**config.mk**
```make
export PLATFORM = sky130hd
export DESIGN_NAME = tea_front
export DESIGN_NICKNAME = d
export VERILOG_FILES = /design/src/design/tea_pkg.sv /design/src/design/tea_front.sv
export SDC_FILE = /design/constraint.sdc
export NUM_CORES = 1
export LEC_CHECK = 0
export BUFFER_PORTS_ARGS = -buffer_cell sky130_fd_sc_hd__buf_2
export CAP_MARGIN = 20
export CORE_AREA = 3 3 103 105
export CTS_CLUSTER_SIZE = 8
export DETAILED_ROUTE_END_ITERATION = 10
export DIE_AREA = 0 0 106 108
export GPL_TIMING_DRIVEN = 0
export PLACE_DENSITY = 0.78
export SLEW_MARGIN = 10
export SYNTH_ARGS = -nofsm -noshare
export SYNTH_HDL_FRONTEND = slang
export SYNTH_SLANG_ARGS = --single-unit
```
**constraint.sdc**
```tcl
create_clock -name clk -period 5.35 [get_ports clk]
set_clock_uncertainty 0.1 [all_clocks]
set_input_delay 0.2675 -clock clk [delete_from_list [all_inputs] [get_ports clk]]
set_output_delay 0.2675 -clock clk [all_outputs]
set_load 0.1 [all_outputs]
```
**src/design/tea_pkg.sv**
```systemverilog
`timescale 1ns / 1ps

package tea_pkg;

    localparam int unsigned WORD_W      = 32;
    localparam int unsigned ROUND_COUNT = 32;
    localparam int unsigned STAGE_COUNT = 2 * ROUND_COUNT;
    localparam int unsigned QUEUE_DEPTH = 2;
    localparam int unsigned QPTR_W      = (QUEUE_DEPTH > 1) ? $clog2(QUEUE_DEPTH) : 1;
    localparam int unsigned QCNT_W      = $clog2(QUEUE_DEPTH + 1);
    localparam int unsigned CFG_IDX_W   = 2;

    typedef logic [WORD_W-1:0] word_t;

    localparam word_t DELTA = 32'h9e3779b9;

    typedef enum logic
    {
        MODE_ENC = 1'b0,
        MODE_DEC = 1'b1
    } mode_t;

    typedef enum logic [CFG_IDX_W-1:0]
    {
        KEY_IDX0 = 2'd0,
        KEY_IDX1 = 2'd1,
        KEY_IDX2 = 2'd2,
        KEY_IDX3 = 2'd3
    } key_idx_t;

    typedef struct packed
    {
        mode_t mode;
        word_t first;
        word_t second;
    } blk_t;

    typedef struct packed
    {
        word_t k0;
        word_t k1;
        word_t k2;
        word_t k3;
    } key_t;

endpackage

```
**src/design/tea_front.sv**
```systemverilog
`timescale 1ns / 1ps

module tea_front
(
    input  logic                clk,
    input  logic                rst_n,
    input  logic                push,
    output logic                full,
    input  logic                command,
    input  tea_pkg::word_t      word_first,
    input  tea_pkg::word_t      word_second,
    output logic                fr_valid,
    output tea_pkg::blk_t       fr_blk,
    input  logic                fr_take
);

    tea_pkg::blk_t                    mem_reg [tea_pkg::QUEUE_DEPTH];
    logic [tea_pkg::QPTR_W-1:0]       wr_ptr_reg;
    logic [tea_pkg::QPTR_W-1:0]       wr_ptr_next;
    logic [tea_pkg::QPTR_W-1:0]       rd_ptr_reg;
    logic [tea_pkg::QPTR_W-1:0]       rd_ptr_next;
    logic [tea_pkg::QCNT_W-1:0]       count_reg;
    logic [tea_pkg::QCNT_W-1:0]       count_next;
    logic                             wr_en;
    logic                             rd_en;
    tea_pkg::blk_t                    wr_blk;

    assign full     = (count_reg == tea_pkg::QCNT_W'(tea_pkg::QUEUE_DEPTH));
    assign fr_valid = (count_reg != '0);
    assign fr_blk   = mem_reg[rd_ptr_reg];
    assign wr_en    = push && !full;
    assign rd_en    = fr_take && fr_valid;

    // classify: decode the command into an operating mode
    always_comb
    begin
        wr_blk.mode   = command ? tea_pkg::MODE_DEC : tea_pkg::MODE_ENC;
        wr_blk.first  = word_first;
        wr_blk.second = word_second;
    end

    always_comb
    begin
        wr_ptr_next = wr_ptr_reg;
        rd_ptr_next = rd_ptr_reg;
        count_next  = count_reg;
        if (wr_en)
        begin
            wr_ptr_next = (wr_ptr_reg == tea_pkg::QPTR_W'(tea_pkg::QUEUE_DEPTH - 1))
                          ? '0 : wr_ptr_reg + 1'b1;
        end
        if (rd_en)
        begin
            rd_ptr_next = (rd_ptr_reg == tea_pkg::QPTR_W'(tea_pkg::QUEUE_DEPTH - 1))
                          ? '0 : rd_ptr_reg + 1'b1;
        end
        if (wr_en && !rd_en)
        begin
            count_next = count_reg + 1'b1;
        end
        else if (rd_en && !wr_en)
        begin
            count_next = count_reg - 1'b1;
        end
    end

    always_ff @(posedge clk or negedge rst_n)
    begin
        if (!rst_n)
        begin
            wr_ptr_reg <= '0;
            rd_ptr_reg <= '0;
            count_reg  <= '0;
        end
        else
        begin
            wr_ptr_reg <= wr_ptr_next;
            rd_ptr_reg <= rd_ptr_next;
            count_reg  <= count_next;
        end
    end

    always_ff @(posedge clk)
    begin
        if (wr_en)
        begin
            mem_reg[wr_ptr_reg] <= wr_blk;
        end
    end

endmodule

```
==> reports/metrics.json, run 1 <==
{
  "final_layout": {
    "largest_register_ffs": 130,
    "final_core_util_pct": 74.27,
    "antenna_cells_inserted": 0,
    "post-route-cell-area_um2": 7226,
    "layout_commonest_cell": "sky130_fd_sc_hd__buf_2",
    "layout_common_cells": "sky130_fd_sc_hd__buf_2 (137), sky130_fd_sc_hd__edfxtp_1 (130), sky130_fd_sc_hd__dlygate4sd3_1 (68)",
    "flow.area_growth_from_synthesis_pct": 43.09,
    "num-nets-final": 516,
    "filler_cell_count": 591,
    "ratio_of_cells_with_drive_above_1_in_the_final_layout_pct": 52.07
  },
  "worst_setup_path": {
    "reg2regPathDepth": 4,
    "critPathMaxFanout": 10,
    "timing.critical_path.required_ns": 4.98,
    "critical_path_class": "flip-flop to primary output",
    "critical_path_arrival_ns": 1.86,
    "start_kind": "flip-flop",
    "timing.critical_path.to_type": "primary output"
  },
  "clock_tree": {
    "worstSkewPairLatency_ns": 0.50,
    "clock_path_buffers": 2,
    "htree_levels": 4,
    "numCtsBuffers": 17,
    "cts_tree": "yes",
    "clock_tree.root_cell": "sky130_fd_sc_hd__clkbuf_8",
    "clk_pin_slew_ns": 0.06,
    "cts_sinks": 134
  },
  "yosys": {
    "synth.cell_area_um2": 5050,
    "synth_area_per_cell_um2": 22.85,
    "synth-simple-area-share_pct": 0.6690,
    "post_synthesis_mux_area_share_pct": 17.47,
    "post_synth_xor_xnor_area_pct": 0.8672,
    "ys_ff_latch": 134,
    "synth_fp_nets": 291,
    "synthesized_area_fraction_occupied_by_ao_oa_aoi_and_oai_cells_pct": 0,
    "part_of_the_yosys_area_used_for_sequential_elements_pct": 79.29,
    "synth_top_family_by_area": "multiplexers",
    "synthesis.instances": 221,
    "synth_adder_area_share_pct": 0.2478,
    "synthesis.yosys.warnings": 0,
    "yosys.cell_types.count": 15
  },
  "route": {
    "drc_errors": 0,
    "drtPass1Iterations": 4,
    "detailedRoute.firstIterationViolations": 147,
    "total_via_count_after_detailed_routing": 2803,
    "totalWireLength_um": 9924,
    "detail_route.vias_per_cell": 4.735,
    "route.antenna.remaining_nets": 0,
    "drt-wirelength-per-cell_um": 16.76
  },
  "grt": {
    "grt-ovfl-total": 0,
    "maximum_number_of_pins_on_one_net_before_global_route_repair": 44,
    "grt_pass1_vias": 3008,
    "grt_antenna_before_repair": 0,
    "grtUsageTotal_pct": 18.43,
    "grt_pass1_wl_um": 15760
  },
  "floorplan": {
    "io_pins": 136,
    "coreArea_um2": 9729,
    "die-area_um2": 11450,
    "floorplan.die.height_um": 108,
    "initial_cell_density_of_the_core_pct": 51.90,
    "fp-row-count": 36,
    "die_width_um": 106
  },
  "timing": {
    "worst_hold_slack_ns": 0.1145,
    "timing_hold_violations_final": 0,
    "relSlewSlack_pct": 51.99,
    "timing.fmax_ghz": 0.4490,
    "transition_time_of_the_tightest_slew_check_pin_ns": 0.7184,
    "report.final.setup_viol": 0,
    "total_count_of_max_transition_violations_in_the_final_report": 0,
    "finalWorstPathRequiredPeriod_ns": 2.227,
    "rsz0062_at_grt": "false",
    "post-route-period-util_pct": 41.63
  },
  "place": {
    "gp_weighted_congestion": 0.7015,
    "detailed_place.area_um2": 5979,
    "place_hpwl_um": 5863,
    "io_buffers": 135
  },
  "flow_run": {
    "timing.max_cap.violations": 0
  },
  "status": {
    "status": "finished clean"
  },
  "worst_hold_path": {
    "hold_path_depth": 3,
    "worstHoldPathType": "input port to flip-flop"
  }
}
kinds of logic (layout without fill, tap and decap cells):
kind of cell,after synthesis,in the layout
adder cells (fa/ha/maj),1,1
flip-flops,134,134
XOR/XNOR,5,5
AND/OR/NAND/NOR,7,7
buffers and inverters,9,247
multiplexers,65,65
repair_timing:
action	CTS	global route
setup endpoints to repair	0	0
hold buffers	68	0
gates resized for setup	0	0
hold endpoints to repair	135	0
setup buffers	0	0
worst paths after layout:
check	start	slack, ns	endpoint
worst max-delay path	rd_ptr_reg	3.12	fr_blk[13]
worst min-delay path	push	0.11	wr_ptr_reg
worst max register to register	count_reg[0]	3.29	mem_reg[0][19]
worst min register to register	count_reg[1]	0.40	count_reg[1]
max in group asynchronous	rst_n	4.42	rd_ptr_reg
min in group asynchronous	rst_n	0.56	count_reg[1]
Yosys cell counts:
cell type                  number  area (µm²)
sky130_fd_sc_hd__nand2b_1       1       6.260
sky130_fd_sc_hd__edfxtp_1     130        3904
sky130_fd_sc_hd__and3_1         1       6.260
sky130_fd_sc_hd__nand2_1        2       7.510
sky130_fd_sc_hd__xnor2_1        3       26.28
sky130_fd_sc_hd__inv_1          2       7.510
sky130_fd_sc_hd__mux2_4        40       600.6
sky130_fd_sc_hd__dfrtp_1        4       100.1
sky130_fd_sc_hd__mux2_2        25       281.5
sky130_fd_sc_hd__ha_1           1       12.51
sky130_fd_sc_hd__or2_2          1       6.260
sky130_fd_sc_hd__xor2_1         2       17.52
sky130_fd_sc_hd__buf_2          2       10.01
sky130_fd_sc_hd__nor2_1         2       7.510
sky130_fd_sc_hd__buf_6          5       56.30
cell type report:
type / instances / area, µm² / share of cell area, %
Clock buffer: 23 / 436.7 / 6.043
Tap cell: 133 / 166.4 / 2.303
Clock inverter: 9 / 128.9 / 1.784
Multi-Input combinational cell: 78 / 984.7 / 13.63
Buffer: 7 / 66.31 / 0.9177
Timing Repair Buffer: 206 / 1431 / 19.81
Sequential cell: 134 / 4004 / 55.41
Inverter: 2 / 7.507 / 0.1039
worst max-delay path, cell delays in order, from the launching register on:
cell and delay [ns]:
sky130_fd_sc_hd__dfrtp_1 0.37, sky130_fd_sc_hd__buf_6 0.18, sky130_fd_sc_hd__buf_6 0.20, sky130_fd_sc_hd__mux2_4 0.32, sky130_fd_sc_hd__buf_2 0.29
through the flow:
stage / instances / setup TNS, ns / setup slack, ns
after global routing: 592 / 0 / 3.029
after detailed placement: 492 / 0 / 3.305
after global placement: 489 / -5.743 / -0.09046
after floorplan: 221 / 0 / 1.421
after CTS: 592 / 0 / 3.066
final: 592 / 0 / 3.123
layer usage:
metal  wire length [µm]  share of wire [%]  global-route usage [%]
met5                  0                  0                       0
met4                129                1.3                   6.753
met3                570                5.7                   6.149
met2               5253                 53                   31.92
met1               3970                 40                   21.59
Power of run 1 is left out: the tool's default activity adds up to more than one toggle a clock period on the data nets, which glitch-free logic cannot reach.
==> run 2, diff against run 1 <==
Settings changed: CORE_AREA 3 3 103 105 to 3 3 108 110, DIE_AREA 0 0 106 108 to 0 0 111 113, PLACE_DENSITY 0.78 to 0.74.
Clock period 5.35 ns to 1.89 ns, I/O delays scaled along.
==> run 2 against run 1 <==
The flow now finishes with violations (negative setup slack). Flip-flop and latch count is the same. Largest cell class unchanged. Register-to-register slack lost 3.2 ns. Non-clock buffer count grew 3. Sequential share of layout area shrank 6.0 points. Routed wire length grew 7.8%. Worst hold slack gained 0.092 ns. Final cell count grew 1.9%. Design area grew 12%. Global-route usage shrank 0.87 points. Die area grew 9.6%. Highest routed layer unchanged. Utilization grew 0.85 points. Critical path depth is the same.
==> reports/metrics.json, run 2 (synthesis gave the netlist of run 1 again) <==
{
  "status": {
    "status": "finished with violations",
    "failed_checks": "negative setup slack"
  },
  "grt": {
    "grt_antenna_before_repair": 0,
    "grt-ovfl-total": 0,
    "grt_pass1_vias": 3277,
    "grt_pass1_wl_um": 16670,
    "maximum_number_of_pins_on_one_net_before_global_route_repair": 34,
    "grtUsageTotal_pct": 17.56
  },
  "clock_tree": {
    "worstSkewPairLatency_ns": 0.50,
    "clock_tree.root_cell": "sky130_fd_sc_hd__clkbuf_8",
    "numCtsBuffers": 17,
    "cts_sinks": 134,
    "clk_pin_slew_ns": 0.06,
    "clock_path_buffers": 2,
    "htree_levels": 4,
    "cts_tree": "yes"
  },
  "route": {
    "route.antenna.remaining_nets": 0,
    "totalWireLength_um": 10700,
    "drc_errors": 0,
    "drtPass1Iterations": 4,
    "total_via_count_after_detailed_routing": 2877,
    "detail_route.vias_per_cell": 4.771,
    "drt-wirelength-per-cell_um": 17.74,
    "detailedRoute.firstIterationViolations": 104
  },
  "worst_setup_path": {
    "start_kind": "flip-flop",
    "critical_path.max_stage_delay_ns": 0.44,
    "cp_slowest_cell": "sky130_fd_sc_hd__dfrtp_2",
    "timing.critical_path.to_type": "primary output",
    "reg2reg_slack_ns": 0.10,
    "timing.critical_path.required_ns": 1.70,
    "timing.critical_path.max_delay_family": "buffers and inverters",
    "cp_cell_sequence": "buf_12 > buf_12 > mux2_4 > buf_12",
    "timing.critical_path.buf_inv": 3,
    "critical_path_arrival_ns": 1.76,
    "critical_path_class": "flip-flop to primary output",
    "reg2regPathDepth": 4,
    "critPathMaxFanout": 10,
    "critical_path.reg2reg.startpoint": "count_reg[0]",
    "worst_path_most_repeated_cell": "sky130_fd_sc_hd__buf_12",
    "reg2reg_to": "mem_reg[0][10]"
  },
  "timing": {
    "setup_slack_ns": -0.06734,
    "post-route-period-util_pct": 103.6,
    "total_count_of_max_transition_violations_in_the_final_report": 0,
    "transition_time_of_the_tightest_slew_check_pin_ns": 0.5213,
    "relSlewSlack_pct": 65.17,
    "worst_hold_slack_ns": 0.2067,
    "timing.fmax_ghz": 0.5109,
    "timing_hold_violations_final": 0,
    "finalWorstPathRequiredPeriod_ns": 1.957,
    "rsz0062_at_grt": "true",
    "report.final.setup_viol": 59
  },
  "flow_run": {
    "timing.max_cap.violations": 0
  },
  "final_layout": {
    "num-nets-final": 520,
    "ratio_of_cells_with_drive_above_1_in_the_final_layout_pct": 53.35,
    "layout_common_cells": "sky130_fd_sc_hd__edfxtp_1 (130), sky130_fd_sc_hd__buf_2 (70), sky130_fd_sc_hd__dlygate4sd3_1 (69)",
    "largest_register_ffs": 130,
    "antenna_cells_inserted": 0,
    "flow.area_growth_from_synthesis_pct": 60.56,
    "layout_commonest_cell": "sky130_fd_sc_hd__edfxtp_1"
  },
  "place": {
    "gp_weighted_congestion": 0.6611,
    "place_hpwl_um": 5750,
    "io_buffers": 135
  },
  "worst_hold_path": {
    "min_from": "word_first[9]",
    "hold_path_depth": 2,
    "worstHoldPathType": "input port to flip-flop",
    "hold_end": "mem_reg[1][41]"
  },
  "floorplan": {
    "fp-row-count": 38,
    "coreArea_um2": 10790,
    "die_width_um": 111,
    "floorplan.die.height_um": 113,
    "die-area_um2": 12540,
    "io_pins": 136,
    "initial_cell_density_of_the_core_pct": 46.79
  }
}
==> run 2: cell type report <==
class | count | area (µm²)
clock inverters | 14 | 182.7
repair buffers | 209 | 2182
plain buffers | 7 | 115.1
inverters | 2 | 7.507
clock buffers | 18 | 417.9
flip-flops and latches | 134 | 4005
well taps | 140 | 175.2
fillers | 601 | 2685
multi-input cells | 79 | 1022
==> run 2: worst max-delay path by stage <==
stage,start,endpoint,slack [ns],depth (start not counted)
finish,rd_ptr_reg,fr_blk[2],-0.07,4
global route,rd_ptr_reg,fr_blk[2],-0.12,4
CTS,rd_ptr_reg,fr_blk[0],-0.09,4
detailed placement,count_reg[0],mem_reg[1][48],0.05,3
global placement,count_reg[0],mem_reg[0][7],-0.73,3
floorplan,count_reg[0],mem_reg[0][0],-0.19,3
==> run 2: what timing repair did <==
action	4_1_cts	5_1_grt
endpoints found under the hold margin	150	0
resized for setup	210	9
gates cloned	2	1
pin swaps	0	1
setup buffers	1	1
hold buffers	69	0
endpoints found under the setup margin	65	98
==> run 2: routing by layer <==
metal  track usage, %  vias up  wire (µm)
li1                 -     1333          -
met1            17.82     1413       3902
met2            32.24      115       5950
met3            6.898       16        667
met4            7.225        0        176
met5                0        -          0
==> run 2: per-stage QoR <==
| stage | setup TNS, ns | area, µm² | std cells | setup slack (ns) | util, % |
|---|---|---|---|---|---|
| floorplan | -15.82 | 5074 | 221 | -0.1933 | - |
| global placement | -79.14 | 5924 | 496 | -0.7340 | 54.89 |
| detailed placement | 0 | 5988 | 499 | 0.05317 | 55.48 |
| CTS | -4.285 | 8094 | 603 | -0.08879 | 74.99 |
| global route | -5.686 | 8108 | 603 | -0.1171 | 75.12 |
| finish | -2.635 | 8108 | 603 | -0.06734 | 75.12 |
Power of run 2 is left out for the same reason.
==> run 3, diff against run 2 <==
Settings changed: BUFFER_PORTS_ARGS -buffer_cell sky130_fd_sc_hd__buf_2 to unset, CORE_AREA 3 3 108 110 to 3 3 97 99, CTS_BUF_LIST set to sky130_fd_sc_hd__clkbuf_8, DIE_AREA 0 0 111 113 to 0 0 100 102, DONT_BUFFER_PORTS set to 1, PLACE_DENSITY 0.74 to 0.76.
==> run 3 against run 2 <==
The run now ends clean. Worst hold slack got worse by 0.17 ns. Flip-flop and latch count did not move. Register-to-register slack is essentially flat. Sequential share of layout area is 12 points higher. Design area fell by 20%. Largest cell class unchanged.
==> reports/metrics.json, run 3 (synthesis gave the netlist of run 1 again) <==
{
  "final_layout": {
    "filler_cell_count": 496,
    "final_core_util_pct": 75.14,
    "largest_register_ffs": 130,
    "layout_commonest_cell": "sky130_fd_sc_hd__edfxtp_1",
    "layout_common_cells": "sky130_fd_sc_hd__edfxtp_1 (130), sky130_fd_sc_hd__dlygate4sd3_1 (69), sky130_fd_sc_hd__mux2_4 (40)",
    "antenna_cells_inserted": 0,
    "flow.area_growth_from_synthesis_pct": 28.49,
    "cell_count_final_fillers_out": 433,
    "num-nets-final": 383,
    "ratio_of_cells_with_drive_above_1_in_the_final_layout_pct": 34.77
  },
  "floorplan": {
    "initial_cell_density_of_the_core_pct": 58.48,
    "coreArea_um2": 8636,
    "die_width_um": 100,
    "io_pins": 136,
    "fp-row-count": 34,
    "floorplan.die.height_um": 102,
    "die-area_um2": 10200
  },
  "timing": {
    "timing_hold_violations_final": 0,
    "finalWorstPathRequiredPeriod_ns": 1.874,
    "sum_of_negative_setup_slack_ns": 0,
    "relSlewSlack_pct": 64.11,
    "report.final.setup_viol": 0,
    "timing.fmax_ghz": 0.5337,
    "total_count_of_max_transition_violations_in_the_final_report": 0,
    "rsz0062_at_grt": "true",
    "transition_time_of_the_tightest_slew_check_pin_ns": 0.5377,
    "worst_hold_slack_ns": 0.03830,
    "post-route-period-util_pct": 99.13
  },
  "worst_setup_path": {
    "reg2reg_to": "count_reg[1]",
    "timing.critical_path.depth": 2,
    "worst_setup_path_endpoint": "fr_blk[46]",
    "setup.worst_path.start": "rd_ptr_reg",
    "timing.critical_path.max_delay_family": "multiplexers",
    "timing.critical_path.buf_inv": 1,
    "cp_cell_sequence": "buf_2 > mux2_2",
    "critPathMaxFanout": 10,
    "start_kind": "flip-flop",
    "timing.critical_path.required_ns": 1.70,
    "cp_slowest_cell": "sky130_fd_sc_hd__mux2_2",
    "reg2reg_slack_ns": 0.09,
    "reg2regPathDepth": 6,
    "critical_path.max_stage_delay_ns": 0.60,
    "critical_path_arrival_ns": 1.68,
    "timing.critical_path.to_type": "primary output",
    "critical_path.reg2reg.startpoint": "count_reg[1]",
    "critical_path_class": "flip-flop to primary output"
  },
  "route": {
    "topRoutingLayerUsed": "met4",
    "drtPass1Iterations": 4,
    "totalWireLength_um": 8968,
    "routed-wl-met3_um": 747,
    "total_via_count_after_detailed_routing": 2363,
    "met2RoutedLength_um": 4654,
    "met1Wirelength_um": 3503,
    "drc_errors": 0,
    "route.antenna.remaining_nets": 0,
    "detail_route.vias_per_cell": 5.457,
    "drt-wirelength-per-cell_um": 20.71,
    "detailedRoute.firstIterationViolations": 131
  },
  "clock_tree": {
    "clock_path_buffers": 2,
    "clk_pin_slew_ns": 0.07,
    "cts_tree": "yes",
    "worstSkewPairLatency_ns": 0.41,
    "cts_sinks": 134,
    "numCtsBuffers": 17,
    "htree_levels": 4,
    "clock_tree.root_cell": "sky130_fd_sc_hd__clkbuf_8",
    "postCtsSetupRepairBufs": 0
  },
  "worst_hold_path": {
    "worstHoldPathType": "input port to flip-flop",
    "hold_path_depth": 1
  },
  "place": {
    "place_hpwl_um": 5277,
    "io_buffers": 0,
    "placedCellCount": 332,
    "gp_weighted_congestion": 0.7220
  },
  "grt": {
    "grt-ovfl-total": 0,
    "maximum_number_of_pins_on_one_net_before_global_route_repair": 43,
    "grt_pass1_wl_um": 13860,
    "grtUsageTotal_pct": 18.69,
    "grt_antenna_before_repair": 0,
    "grt_pass1_vias": 2592
  },
  "status": {
    "status": "finished clean"
  },
  "flow_run": {
    "timing.max_cap.violations": 0
  }
}
-- run 3: metrics by stage --
stage,cell area [µm²],setup slack [ns]
after floorplan,5074,-0.1933
after global placement,5209,-0.6854
after detailed placement,5280,-0.08753
after CTS,6471,0.001211
after global routing,6489,-0.06329
final,6489,0.01642
-- run 3: layout make-up --
cell class              instances  area, µm²  share of cell area (%)
repair buffers                 72      758.2                   11.69
inverters                       2      11.26                  0.1735
well taps                     108      135.1                   2.083
multi-input cells              79       1008                   15.54
clock buffers                  17      234.0                   3.606
plain buffers                   7      77.57                   1.196
clock inverters                14      257.7                   3.972
flip-flops and latches        134       4006                   61.74
-- run 3: metal layers --
metal	track usage, %	vias up
li1	-	1055
met1	21.93	1184
met2	31.04	117
met3	8.396	7
met4	6.321	0
met5	0	-
-- run 3: what timing repair did --
action,4_1_cts,5_1_grt
cloned,1,0
endpoints found under the hold margin,156,0
hold buffers,69,0
gates resized for setup,1,6
pin swaps,1,1
endpoints found under the setup margin,47,61
-- run 3: how the worst min path moves through the flow --
stage | slack, ns | to | from
after floorplan | -0.30 | count_reg[0] | rst_n
after global placement | -0.30 | rd_ptr_reg | rst_n
after detailed placement | -0.30 | rd_ptr_reg | rst_n
after CTS | 0.009 | mem_reg[1][58] | push
after global routing | 0.01 | mem_reg[1][11] | push
final | 0.04 | mem_reg[1][58] | push
Power of run 3 is left out for the same reason.
